<file path="config.mk">
export PLATFORM = sky130hd
export DESIGN_NAME = ultrasonic_burst_echo_ranger_top
export DESIGN_NICKNAME = d
export VERILOG_FILES = /design/src/ubr_pkg.sv /design/src/ubr_div.sv /design/src/ubr_ctrl.sv /design/src/ubr_datapath.sv /design/src/ultrasonic_burst_echo_ranger_top.sv
export SDC_FILE = /design/constraint.sdc
export NUM_CORES = 2
export LEC_CHECK = 0
export BUFFER_PORTS_ARGS = -buffer_cell sky130_fd_sc_hd__buf_2
export CORE_AREA = 2 2 254 256
export CTS_CLUSTER_SIZE = 16
export DETAILED_ROUTE_END_ITERATION = 10
export DIE_AREA = 0 0 256 258
export SETUP_SLACK_MARGIN = 0.5
export SLEW_MARGIN = 10
export SYNTH_ARGS = -nofsm -noshare
export SYNTH_HDL_FRONTEND = slang
export SYNTH_SLANG_ARGS = --single-unit
</file>
<file path="constraint.sdc">
create_clock -name aclk -period 10.3 [get_ports aclk]
set_clock_uncertainty 0.1 [all_clocks]
set_input_delay 1.545 -clock aclk [delete_from_list [all_inputs] [get_ports aclk]]
set_output_delay 1.545 -clock aclk [all_outputs]
set_load 0.02 [all_outputs]
</file>
<file path="src/ubr_pkg.sv">
// ----------------------------------------------------------------------------
// ubr_pkg
// Shared types and constants of the ultrasonic burst and echo ranger.
// ----------------------------------------------------------------------------
package ubr_pkg;

    // Controller states
    typedef enum logic [2:0] {
        ST_IDLE,
        ST_DIVGO,
        ST_DIVWAIT,
        ST_CLAMP,
        ST_PUSH
    } ubr_state_t;

    // Measurement phases
    typedef enum logic [1:0] {
        PH_IDLE,
        PH_SEND,
        PH_BLANK,
        PH_LISTEN
    } ubr_phase_t;

    // Configuration register indexes
    localparam logic [2:0] CFG_DISTANCE_GAIN = 3'd0;
    localparam logic [2:0] CFG_BLANK_TICKS   = 3'd1;
    localparam logic [2:0] CFG_TIMEOUT_TICKS = 3'd2;
    localparam logic [2:0] CFG_EDGES_NEEDED  = 3'd3;
    localparam logic [2:0] CFG_MIN_DISTANCE  = 3'd4;
    localparam logic [2:0] CFG_MAX_DISTANCE  = 3'd5;
    localparam logic [2:0] CFG_NO_ECHO_VALUE = 3'd6;

    // Register values after reset
    localparam logic [15:0] GAIN_RST     = 16'd256;
    localparam logic [9:0]  BLANK_RST    = 10'd59;
    localparam logic [15:0] TIMEOUT_RST  = 16'd1200;
    localparam logic [3:0]  EDGES_RST    = 4'd7;
    localparam logic [7:0]  MIN_DIST_RST = 8'd20;
    localparam logic [7:0]  MAX_DIST_RST = 8'd240;
    localparam logic [7:0]  NO_ECHO_RST  = 8'd250;

    // Half distance = floor(ticks * 17 / 100)
    localparam int unsigned TICK_MUL = 17;
    localparam logic [7:0]  TICK_DIV = 8'd100;

    // Controller to datapath
    typedef struct packed {
        logic step;
        logic div_start;
        logic mul_load;
        logic clamp_load;
        logic push;
    } ubr_cmd_t;

    // Datapath to controller
    typedef struct packed {
        logic calc;
        logic div_done;
        logic out_free;
    } ubr_sts_t;

endpackage

</file>
<file path="src/ubr_div.sv">
// ----------------------------------------------------------------------------
// ubr_div
// Divider by the constant 100 using a reciprocal multiplication: the dividend
// is captured, then multiplied by the scaled reciprocal.
// ----------------------------------------------------------------------------
module ubr_div
    import ubr_pkg::*;
#(
    parameter int W = 21
) (
    input  logic         aclk,
    input  logic         aresetn,
    input  logic         start,
    input  logic [W-1:0] dividend,
    output logic         done,
    output logic [W-1:0] quotient
);

    // floor(n / 100) = (n * RECIP) >> SH for every n below 2^W
    localparam int SH = W + 7;
    localparam int RW = W + 1;
    localparam int PW = W + RW;
    localparam logic [RW-1:0] RECIP =
        RW'(((64'd1 << SH) + 64'(TICK_DIV) - 64'd1) / 64'(TICK_DIV));

    logic [W-1:0]  arg_reg;
    logic [PW-1:0] prod_reg;
    logic          run_reg;
    logic          done_reg;

    // Handshake: capture cycle, then product cycle, then done
    always_ff @(posedge aclk) begin
        if (!aresetn) begin
            run_reg  <= 1'b0;
            done_reg <= 1'b0;
        end else begin
            run_reg  <= start;
            done_reg <= run_reg;
        end
    end

    // Operand capture and reciprocal product
    always_ff @(posedge aclk) begin
        if (start) begin
            arg_reg <= dividend;
        end
        if (run_reg) begin
            prod_reg <= PW'(arg_reg) * PW'(RECIP);
        end
    end

    assign done     = done_reg;
    assign quotient = W'(prod_reg[PW-1:SH]);

endmodule

</file>
<file path="src/ubr_ctrl.sv">
// ----------------------------------------------------------------------------
// ubr_ctrl
// Sequencer: takes a tick, runs the distance arithmetic when needed and
// hands the result to the output register.
// ----------------------------------------------------------------------------
module ubr_ctrl
    import ubr_pkg::*;
(
    input  logic     aclk,
    input  logic     aresetn,
    input  logic     s_tvalid,
    output logic     s_tready,
    input  ubr_sts_t sts,
    output ubr_cmd_t cmd
);

    ubr_state_t state_reg, state_next;

    // Next state
    always_comb begin
        state_next = state_reg;
        case (state_reg)
            ST_IDLE: begin
                if (s_tvalid) begin
                    state_next = sts.calc ? ST_DIVGO : ST_PUSH;
                end
            end
            ST_DIVGO: begin
                state_next = ST_DIVWAIT;
            end
            ST_DIVWAIT: begin
                if (sts.div_done) begin
                    state_next = ST_CLAMP;
                end
            end
            ST_CLAMP: begin
                state_next = ST_PUSH;
            end
            ST_PUSH: begin
                if (sts.out_free) begin
                    state_next = ST_IDLE;
                end
            end
            default: begin
                state_next = ST_IDLE;
            end
        endcase
    end

    // Outputs
    always_comb begin
        s_tready       = 1'b0;
        cmd            = '0;
        case (state_reg)
            ST_IDLE: begin
                s_tready = 1'b1;
                cmd.step = s_tvalid;
            end
            ST_DIVGO: begin
                cmd.div_start = 1'b1;
            end
            ST_DIVWAIT: begin
                cmd.mul_load = sts.div_done;
            end
            ST_CLAMP: begin
                cmd.clamp_load = 1'b1;
            end
            ST_PUSH: begin
                cmd.push = sts.out_free;
            end
            default: begin
                cmd = '0;
            end
        endcase
    end

    always_ff @(posedge aclk) begin
        if (!aresetn) begin
            state_reg <= ST_IDLE;
        end else begin
            state_reg <= state_next;
        end
    end

endmodule

</file>
<file path="src/ubr_datapath.sv">
// ----------------------------------------------------------------------------
// ubr_datapath
// Measurement state, configuration registers, distance arithmetic and the
// result and output registers.
// ----------------------------------------------------------------------------
module ubr_datapath
    import ubr_pkg::*;
#(
    parameter int CHANNELS           = 6,
    parameter int BURST_HALF_PERIODS = 16,
    parameter int TICK_WIDTH         = 16
) (
    input  logic        aclk,
    input  logic        aresetn,
    input  ubr_cmd_t    cmd,
    output ubr_sts_t    sts,
    input  logic [7:0]  s_tdata,
    input  logic        cfg_valid,
    input  logic [2:0]  cfg_index,
    input  logic [15:0] cfg_data,
    output logic        m_tvalid,
    input  logic        m_tready,
    output logic [15:0] m_tdata,
    output logic [1:0]  m_tuser
);

    localparam int TW = TICK_WIDTH;
    localparam int W  = TW + 5;                  // holds ticks * 17
    localparam int LW = (TW > 17 ? TW : 17) + 1; // compare width for limits
    localparam int PW = W + 16;                  // product width

    // Input fields
    logic       in_start, in_send, in_count, in_echo;
    logic [2:0] in_chan;

    assign in_start = s_tdata[0];
    assign in_chan  = s_tdata[3:1];
    assign in_send  = s_tdata[4];
    assign in_count = s_tdata[5];
    assign in_echo  = s_tdata[6];

    // Configuration registers
    logic [15:0] gain_reg;
    logic [9:0]  blank_reg;
    logic [15:0] timeout_reg;
    logic [3:0]  edges_reg;
    logic [7:0]  min_reg, max_reg, no_echo_reg;

    always_ff @(posedge aclk) begin
        if (!aresetn) begin
            gain_reg    <= GAIN_RST;
            blank_reg   <= BLANK_RST;
            timeout_reg <= TIMEOUT_RST;
            edges_reg   <= EDGES_RST;
            min_reg     <= MIN_DIST_RST;
            max_reg     <= MAX_DIST_RST;
            no_echo_reg <= NO_ECHO_RST;
        end else if (cfg_valid) begin
            case (cfg_index)
                CFG_DISTANCE_GAIN: gain_reg    <= cfg_data;
                CFG_BLANK_TICKS:   blank_reg   <= cfg_data[9:0];
                CFG_TIMEOUT_TICKS: timeout_reg <= cfg_data;
                CFG_EDGES_NEEDED:  edges_reg   <= cfg_data[3:0];
                CFG_MIN_DISTANCE:  min_reg     <= cfg_data[7:0];
                CFG_MAX_DISTANCE:  max_reg     <= cfg_data[7:0];
                CFG_NO_ECHO_VALUE: no_echo_reg <= cfg_data[7:0];
                default: ;
            endcase
        end
    end

    // Measurement state
    ubr_phase_t    phase_reg, phase_next;
    logic [2:0]    chan_reg,  chan_next;
    logic [4:0]    hp_reg,    hp_next;
    logic [TW-1:0] ft_reg,    ft_next;
    logic [3:0]    ec_reg,    ec_next;

    logic          done_c, tmo_c, calc_c;
    logic [TW-1:0] snap_c;
    logic [3:0]    need;
    logic [LW-1:0] limit;

    assign need  = (edges_reg == 4'd0) ? 4'd1 : edges_reg;
    assign limit = LW'(blank_reg) + LW'(timeout_reg);

    // One tick: start, burst strobe, count strobe, blanking end, echo, timeout
    always_comb begin
        phase_next = phase_reg;
        chan_next  = chan_reg;
        hp_next    = hp_reg;
        ft_next    = ft_reg;
        ec_next    = ec_reg;
        done_c     = 1'b0;
        tmo_c      = 1'b0;
        calc_c     = 1'b0;
        snap_c     = ft_reg;

        if (in_start && phase_next == PH_IDLE && ({1'b0, in_chan} < 4'(CHANNELS))) begin
            chan_next  = in_chan;
            phase_next = PH_SEND;
            hp_next    = '0;
            ft_next    = '0;
            ec_next    = '0;
        end

        if (in_send && phase_next == PH_SEND) begin
            if (hp_next != 5'(BURST_HALF_PERIODS)) begin
                hp_next = hp_next + 5'd1;
            end else begin
                hp_next    = '0;
                phase_next = PH_BLANK;
            end
        end

        if (in_count && (phase_next == PH_BLANK || phase_next == PH_LISTEN)) begin
            if (ft_next != {TW{1'b1}}) begin
                ft_next = ft_next + TW'(1);
            end
        end

        if (phase_next == PH_BLANK && LW'(ft_next) >= LW'(blank_reg)) begin
            phase_next = PH_LISTEN;
        end

        if (phase_next == PH_LISTEN && in_echo) begin
            ec_next = ec_next + 4'd1;
            if (ec_next >= need) begin
                done_c     = 1'b1;
                calc_c     = 1'b1;
                snap_c     = ft_next;
                phase_next = PH_IDLE;
                hp_next    = '0;
                ft_next    = '0;
                ec_next    = '0;
            end
        end

        if (phase_next == PH_LISTEN) begin
            if (LW'(ft_next) >= limit || ft_next == {TW{1'b1}}) begin
                done_c     = 1'b1;
                tmo_c      = 1'b1;
                phase_next = PH_IDLE;
                hp_next    = '0;
                ft_next    = '0;
                ec_next    = '0;
            end
        end
    end

    always_ff @(posedge aclk) begin
        if (!aresetn) begin
            phase_reg <= PH_IDLE;
            chan_reg  <= '0;
            hp_reg    <= '0;
            ft_reg    <= '0;
            ec_reg    <= '0;
        end else if (cmd.step) begin
            phase_reg <= phase_next;
            chan_reg  <= chan_next;
            hp_reg    <= hp_next;
            ft_reg    <= ft_next;
            ec_reg    <= ec_next;
        end
    end

    // Pending result of the last tick
    logic          res_tx, res_busy, res_done, res_tmo;
    logic [2:0]    res_chan;
    logic [7:0]    res_dist;
    logic [TW-1:0] snap_reg;

    // Distance arithmetic: ticks * 17, divide by 100, gain, clamp
    logic [W-1:0]  dividend, quot;
    logic          div_done;
    logic [PW-1:0] prod_reg;
    logic [W+7:0]  scaled, lo_clamped;
    logic [7:0]    dist_c;

    assign dividend = (W'(snap_reg) << 4) + W'(snap_reg);

    ubr_div #(
        .W (W)
    ) u_div (
        .aclk     (aclk),
        .aresetn  (aresetn),
        .start    (cmd.div_start),
        .dividend (dividend),
        .done     (div_done),
        .quotient (quot)
    );

    always_comb begin
        scaled     = prod_reg[PW-1:8];
        lo_clamped = (scaled < (W+8)'(min_reg)) ? (W+8)'(min_reg) : scaled;
        dist_c     = (lo_clamped > (W+8)'(max_reg)) ? max_reg : lo_clamped[7:0];
    end

    always_ff @(posedge aclk) begin
        if (cmd.step) begin
            res_tx   <= !(phase_next == PH_SEND && hp_next[0]);
            res_chan <= chan_next;
            res_busy <= (phase_next != PH_IDLE);
            res_done <= done_c;
            res_tmo  <= tmo_c;
            res_dist <= tmo_c ? no_echo_reg : 8'd0;
            snap_reg <= snap_c;
        end else if (cmd.clamp_load) begin
            res_dist <= dist_c;
        end
        if (cmd.mul_load) begin
            prod_reg <= PW'(quot) * PW'(gain_reg);
        end
    end

    // Output register
    logic        m_valid_reg;
    logic [15:0] m_data_reg;
    logic [1:0]  m_user_reg;

    always_ff @(posedge aclk) begin
        if (!aresetn) begin
            m_valid_reg <= 1'b0;
        end else if (cmd.push) begin
            m_valid_reg <= 1'b1;
        end else if (m_tready) begin
            m_valid_reg <= 1'b0;
        end
    end

    always_ff @(posedge aclk) begin
        if (cmd.push) begin
            m_data_reg <= {3'b000, res_dist, res_busy, res_chan, res_tx};
            m_user_reg <= {res_tmo, res_done};
        end
    end

    assign m_tvalid     = m_valid_reg;
    assign m_tdata      = m_data_reg;
    assign m_tuser      = m_user_reg;

    assign sts.calc     = calc_c;
    assign sts.div_done = div_done;
    assign sts.out_free = !m_valid_reg || m_tready;

endmodule

</file>
<file path="src/ultrasonic_burst_echo_ranger_top.sv">
// ----------------------------------------------------------------------------
// ultrasonic_burst_echo_ranger_top
// Ultrasonic burst-and-echo ranger: one tick per input transaction, one
// status and result transaction per tick.
// ----------------------------------------------------------------------------
//  Channel  Direction  Signals                         Carries
//  s_       in         s_tvalid s_tready s_tdata[7:0]  one tick of strobes
//  m_       out        m_tvalid m_tready m_tdata[15:0] line, status, distance
//                      m_tuser[1:0]                    done and timeout flags
//  cfg_     in         cfg_valid cfg_ready cfg_index   register writes
//                      cfg_data[15:0]
//
//  A tick is accepted, then its result is moved into the output register. A
//  tick that completes a measurement on an echo goes through accept, divide
//  start, the reciprocal divide by 100 and the gain multiply, clamp, and the
//  move into the output register.
//  aresetn is synchronous and active low; the configuration, state and valid registers return to their defaults.
//  The next tick is taken while a result waits in the output register; a
//  stalled m_ side holds the following result in the pending stage.
//  cfg_ready is always high.
// ----------------------------------------------------------------------------
module ultrasonic_burst_echo_ranger_top
    import ubr_pkg::*;
#(
    parameter int CHANNELS           = 6,
    parameter int BURST_HALF_PERIODS = 16,
    parameter int TICK_WIDTH         = 16
) (
    input  logic        aclk,
    input  logic        aresetn,
    input  logic        s_tvalid,
    output logic        s_tready,
    // start_req[0], channel[3:1], send_tick[4], count_tick[5], echo_fall[6]
    input  logic [7:0]  s_tdata,
    output logic        m_tvalid,
    input  logic        m_tready,
    // tx_level[0], tx_channel[3:1], busy_res[4], distance[12:5]
    output logic [15:0] m_tdata,
    // done_res[0], timed_out[1]
    output logic [1:0]  m_tuser,
    input  logic        cfg_valid,
    output logic        cfg_ready,
    input  logic [2:0]  cfg_index,
    input  logic [15:0] cfg_data
);

    ubr_cmd_t cmd;
    ubr_sts_t sts;

    assign cfg_ready = 1'b1;

    ubr_ctrl u_ctrl (
        .aclk     (aclk),
        .aresetn  (aresetn),
        .s_tvalid (s_tvalid),
        .s_tready (s_tready),
        .sts      (sts),
        .cmd      (cmd)
    );

    ubr_datapath #(
        .CHANNELS           (CHANNELS),
        .BURST_HALF_PERIODS (BURST_HALF_PERIODS),
        .TICK_WIDTH         (TICK_WIDTH)
    ) u_datapath (
        .aclk      (aclk),
        .aresetn   (aresetn),
        .cmd       (cmd),
        .sts       (sts),
        .s_tdata   (s_tdata),
        .cfg_valid (cfg_valid),
        .cfg_index (cfg_index),
        .cfg_data  (cfg_data),
        .m_tvalid  (m_tvalid),
        .m_tready  (m_tready),
        .m_tdata   (m_tdata),
        .m_tuser   (m_tuser)
    );

endmodule

</file>
# == Word level (Yosys, flattened, before mapping) ==
# Index checks and enable logic that the tools add are counted.
# word_totals
ff_bits,253
input_bits,32
output_inout_bits,21
# classes
add_sub_neg,5
multipliers,2
n_lt_le_gt_ge,6
eq_ne,22
mux,55
n_reduce_logical,27
# ops
cell,count
$mux 16,9
$mul 21x22->43 const B,1
$mux 5,7
$mux 8,4
$mul 15x16->31,1
$gt 29x8->1,1
$lt 29x8->1,1
$mux 29,1
$mux 4,6
$add 20x16->21,1
$ge 16x18->1,1
$add 10x16->17,1
$add 16x1->16 const B,1
$eq 16x16->1 const B,1
$ge 16x10->1,1
$mux 2,8
$ne 16x16->1 const B,1
$mux 3,5
$pmux 3 s5,1
$mux 1,14
$reduce_and 2->1,7
$eq 3x2->1 const B,4
$eq 3x3->1 const B,4
$eq 2x2->1 const B,4
17 further kinds,32

# == Logic depth before layout (Yosys ltp) ==
# logic_depth
depth_word,24
mapped_depth,35

# == Hierarchy ==
# From an unflattened synthesis, not the netlist that was laid out.
# hier_totals
cells_unflattened,2959
hier_area_um2,28289.6
# by_module_without_submodules
mod,n_inst,cells_per_inst,area_per_inst_um2,seq_area_each_um2
ubr_datapath,1,2188,19612.6,4274.1
ubr_div,1,739,8411.8,1121.1
ubr_ctrl,1,30,254.0,60.1
ultrasonic_burst_echo_ranger_top,1,2,11.3,0.0

# == Worst setup path before layout ==
# OpenSTA, ideal clock, no wires.
# synth_path
path_type,input-to-reg
start,input port s_tdata[0]
end,register u_datapath.ec_reg[3]
arrival_time_ns,7.868
t_required_ns,10.109
slack_ns,2.242
cell_stages,33
cell_sequence,a21bo_2 -> nor3_1 -> clkbuf_1 -> buf_1 -> nor2_1 -> ha_1 -> and4_1 -> a32oi_1 -> a211oi_1 -> xnor2_1 -> nor2_1 -> ha_1 -> a21o_1 -> a211oi_1 -> o21ai_0 -> a211oi_1 -> o211a_1 -> nand4_1 -> o21ai_1 -> buf_2 -> buf_1 -> nand2_1 -> ha_1 -> nand2b_1 -> a211o_1 -> o2111ai_1 -> a21oi_1 -> o21ai_0 -> a32o_1 -> o31a_1 -> nor4b_2 -> a31oi_1 -> a311oi_1
# synth_between
elab_chain_len,20
word_cells_on_any_way,38
# synth_rtl
element,line,text
start: declaration,ultrasonic_burst_echo_ranger_top.sv:34,"input logic [7:0] s_tdata,"
$logic_and 1x1->1 * (2 in a row),ubr_datapath.sv:99,"if (in_start && phase_next == PH_IDLE && ({1'b0, in_chan} < 4'(CHANNELS))) begin"
"parallel branches: the longest is 17 deep, another holds $ge 16x18->1",-,
$mux 4 *,ubr_datapath.sv:139,if (phase_next == PH_LISTEN) begin
end signal: assignment,ubr_datapath.sv:163,ec_reg <= ec_next;
end: declaration,ubr_datapath.sv:77,"logic [3:0] ec_reg, ec_next;"
# Mark *: on every way between the ends.
# A chain may end at the register's enable or synchronous reset.

# == Final worst setup path ==
# layout_path
start,input port s_tdata[3]
end,register u_datapath.ec_reg[3]
# layout_between
elab_chain_len,20
word_cells_on_any_way,38
# layout_rtl
element,line
$lt 3x3->1 *,ubr_datapath.sv:99
$logic_and 1x1->1 *,ubr_datapath.sv:99
"parallel branches: the longest is 17 deep, another holds $ge 16x18->1",-
$mux 4 *,ubr_datapath.sv:139
# Marks and branches as above.

==> flow_metrics.tcl <==
set metrics [dict create \
    largest_register_ff_count 23 \
    starting_drc_count_in_detailed_routing 1005 \
    initial_cell_density_of_the_core_pct 39.52 \
    yosys_warnings 0 \
    fp.coreArea_um2 63650 \
    fin_tns_setup_ns 0 \
    netlist-cell-type-count 81 \
    synth_top_flop_cell "dfxtp_1" \
    number_of_failing_setup_endpoints_in_the_final_timing_report 0 \
    firstDrtPassIters 5 \
    clockRootBuffer "clkbuf_16" \
    worstSetupPathType "input pin to flip-flop" \
    postCtsSetupBuffers 0 \
    grt-ovfl-total 0 \
    hold_path_class "flip-flop to flip-flop" \
    grt_antenna_before_repair 2 \
    post-route-period-util_pct 86.47 \
    share_of_final_layout_standard_cells_stronger_than_drive_strength_1_pct 5.303 \
    post_synth_instance_area_um2 25160 \
    power.total_mw 2.146 \
    vias 17810 \
    cellPowerDensity_nw_per_um2 79.11 \
    synthDominantCellAreaShare_pct 26.74 \
    insertedDiodeCount 0 \
    gpl.final_weighted_congestion 0.8958 \
    grt_util_all_layers_pct 18.24 \
    timing.hold.ws_ns 0.3169 \
    cp.required_ns 10.64 \
    syn-instance-count 2617 \
    grt_start_max_net_pins 44 \
    clk-insertion-delay-late_ns 0.53 \
    floorplan.die.height_um 258 \
    setup.worst_path.start_class "input pin" \
    via_count_of_the_first_global_routing_pass 18750 \
    synth-edff-count 105 \
    adder_cell_fraction_of_synth_area_pct 45.14 \
    critPathSlowestCell "o21ai_2" \
    number_of_rows_in_the_core_area 93 \
    synthTopCellsByCount "inv_1, nand2_1, ha_1" \
    dp_hpwl_um 47230 \
    vdd_drop_max_v 0.0001093 \
    status "finished, final reports clean" \
    netlist_top_cells_area "fa_1, ha_1, edfxtp_1" \
    detail_route.wirelength_um 58260 \
    max_slew.worst_pin.slew_ns 1.085 \
    synth.ff_latch_count 211 \
    port_buffers 47 \
    synth_top_family_by_area "adder cells" \
    hold_buffers 0 \
    floorplan.die_area_um2 66050 \
    syn_avg_cell_area_um2 9.613 \
    fillCellCount 6154 \
    layout-area-overhead-vs-synth_pct 7.834 \
    clkTransAtPathRegs_ns 0.06 \
    worst_slew_margin_rel_pct 27.64 \
    timing.fmax_ghz 0.1123 \
    yosys.area_share.simple_pct 13.81 \
    drt-wirelength-per-cell_um 16.67 \
    final_util_pct 42.62 \
    critical_path.max_fanout 18 \
    cpPeakStageDelay_ns 0.46 \
    route.detailed.vias_per_inst 5.096 \
    post-place-cells 3451 \
    most_common_cell_in_the_netlist "inv_1" \
    yosys.area.top_type "fa_1" \
    global_route_wire_length_before_repair_um 97930 \
    clock_sinks 211 \
    pin_count 53 \
    synth_mux_area_share_pct 0.9599 \
    power_leakage_nw 12.87 \
    async_reset_ff_share_pct 0 \
    cts_buffer_depth 3 \
    hold_viol_final 0 \
    worst_ep_arrival_time_ns 9.24 \
    drv_cap 0 \
    final_antenna_net_count 0 \
    period_needed_ns 8.906 \
    seq_total_area_yosys_pct 20.97 \
    postCtsResizedCells 0 \
    synthXorXnorAreaFrac_pct 2.542 \
    grt_setup_unrepaired "no" \
    die_width_um 256 \
    number_of_cts_inserted_buffers 24 \
    cts_tree "yes" \
    nNetsFinal 3360 \
    worstSetupEndpointType "flip-flop" \
    instances_no_fill 3495 \
    maxSlewViolCount 0 \
    htree_levels 1 \
    synth_compound_area_share_pct 8.346 \
    post-route-drc-count 0 \
]
==> stage by stage <==
stage | instance area (um2) | worst slack [ns]
floorplan | 25160 | 2.242
global route | 27130 | 0.7774
global placement | 26240 | 1.103
CTS | 27130 | 1.562
finish | 27130 | 1.394
detailed placement | 26240 | 1.029
==> critical path: cells and delay by family <==
family / cells / cell delay, ns
adder cells (fa/ha/maj): 3 / 0.89
XOR/XNOR: 1 / 0.17
AO/OA/AOI/OAI: 17 / 4.01
AND/OR/NAND/NOR: 8 / 1.93
buffers and inverters: 3 / 0.65
==> layout make-up <==
class                           count  area, um2  share of cell area [%]
Inverter                          457       1715                   6.324
Timing Repair Buffer               59      325.3                   1.199
Clock buffer                       31      720.7                   2.657
Sequential cell                   211       5275                   19.45
Clock inverter                     13      171.4                  0.6319
Tap cell                          855       1070                   3.944
Multi-Input combinational cell   1869      17850                   65.80
==> where the power goes <==
part | switching [mW] | leakage (nW) | internal (mW)
clock | 0.355 | 0.435 | 0.593
sequential | 0.0199 | 1.83 | 0.905
combinational | 0.166 | 10.6 | 0.107
total | 0.541 | 12.9 | 1.61
==> routing by layer <==
layer	vias up	global-route usage (%)	part of all wire, %
met1	8787	24.51	45
met4	2	5.604	2.7
met3	91	1.885	4.5
li1	8522	-	-
met2	409	31.10	48
met5	-	0	0.022
==> path summary, 6_finish.rpt <==
check / start / to / slack, ns / cells after the start
worst min register to register: u_datapath.res_tx / u_datapath.m_tdata[0] / 0.32 / 0
worst min-delay path: u_datapath.res_tx / u_datapath.m_tdata[0] / 0.32 / 0
worst max register to register: u_datapath.phase_reg[0] / u_datapath.ec_reg[3] / 2.29 / 31
worst max-delay path: s_tdata[3] / u_datapath.ec_reg[3] / 1.39 / 32
==> placed cells by master, fill, tap and decap left out, types with 6 or more instances in the layout <==
cell	netlist	routed
clkbuf_16	0	27
nor2_1	70	70
fa_1	336	336
dfxtp_1	106	106
o211ai_1	16	16
a31oi_1	12	12
o21a_1	15	15
nand4_1	21	21
mux2i_1	14	14
edfxtp_1	105	105
nand2_1	374	374
nand3_1	52	52
xor2_1	25	25
o21bai_1	9	9
nor2b_1	11	11
o21ai_1	12	11
nand2b_1	16	16
ha_1	370	370
o31ai_1	7	7
a211oi_1	15	15
o21ai_0	42	42
a21o_1	25	25
xnor2_1	48	48
and3_1	9	9
or2_2	6	6
nor3_1	30	27
mux2_2	9	9
a21oi_1	115	115
buf_2	11	47
o2bb2ai_1	7	7
inv_1	453	453
buf_4	5	12
and2_1	115	115
==> cells by family (layout without fill, tap and decap cells) <==
kind of cell             Yosys count  count (layout)
AO/OA/AOI/OAI                    326             326
adder cells (fa/ha/maj)          706             706
AND/OR/NAND/NOR                  737             737
flip-flops                       211             211
buffers and inverters            539             560
multiplexers                      23              23
other                              2               4
XOR/XNOR                          73              73
(Power assumes the default switching activity.)
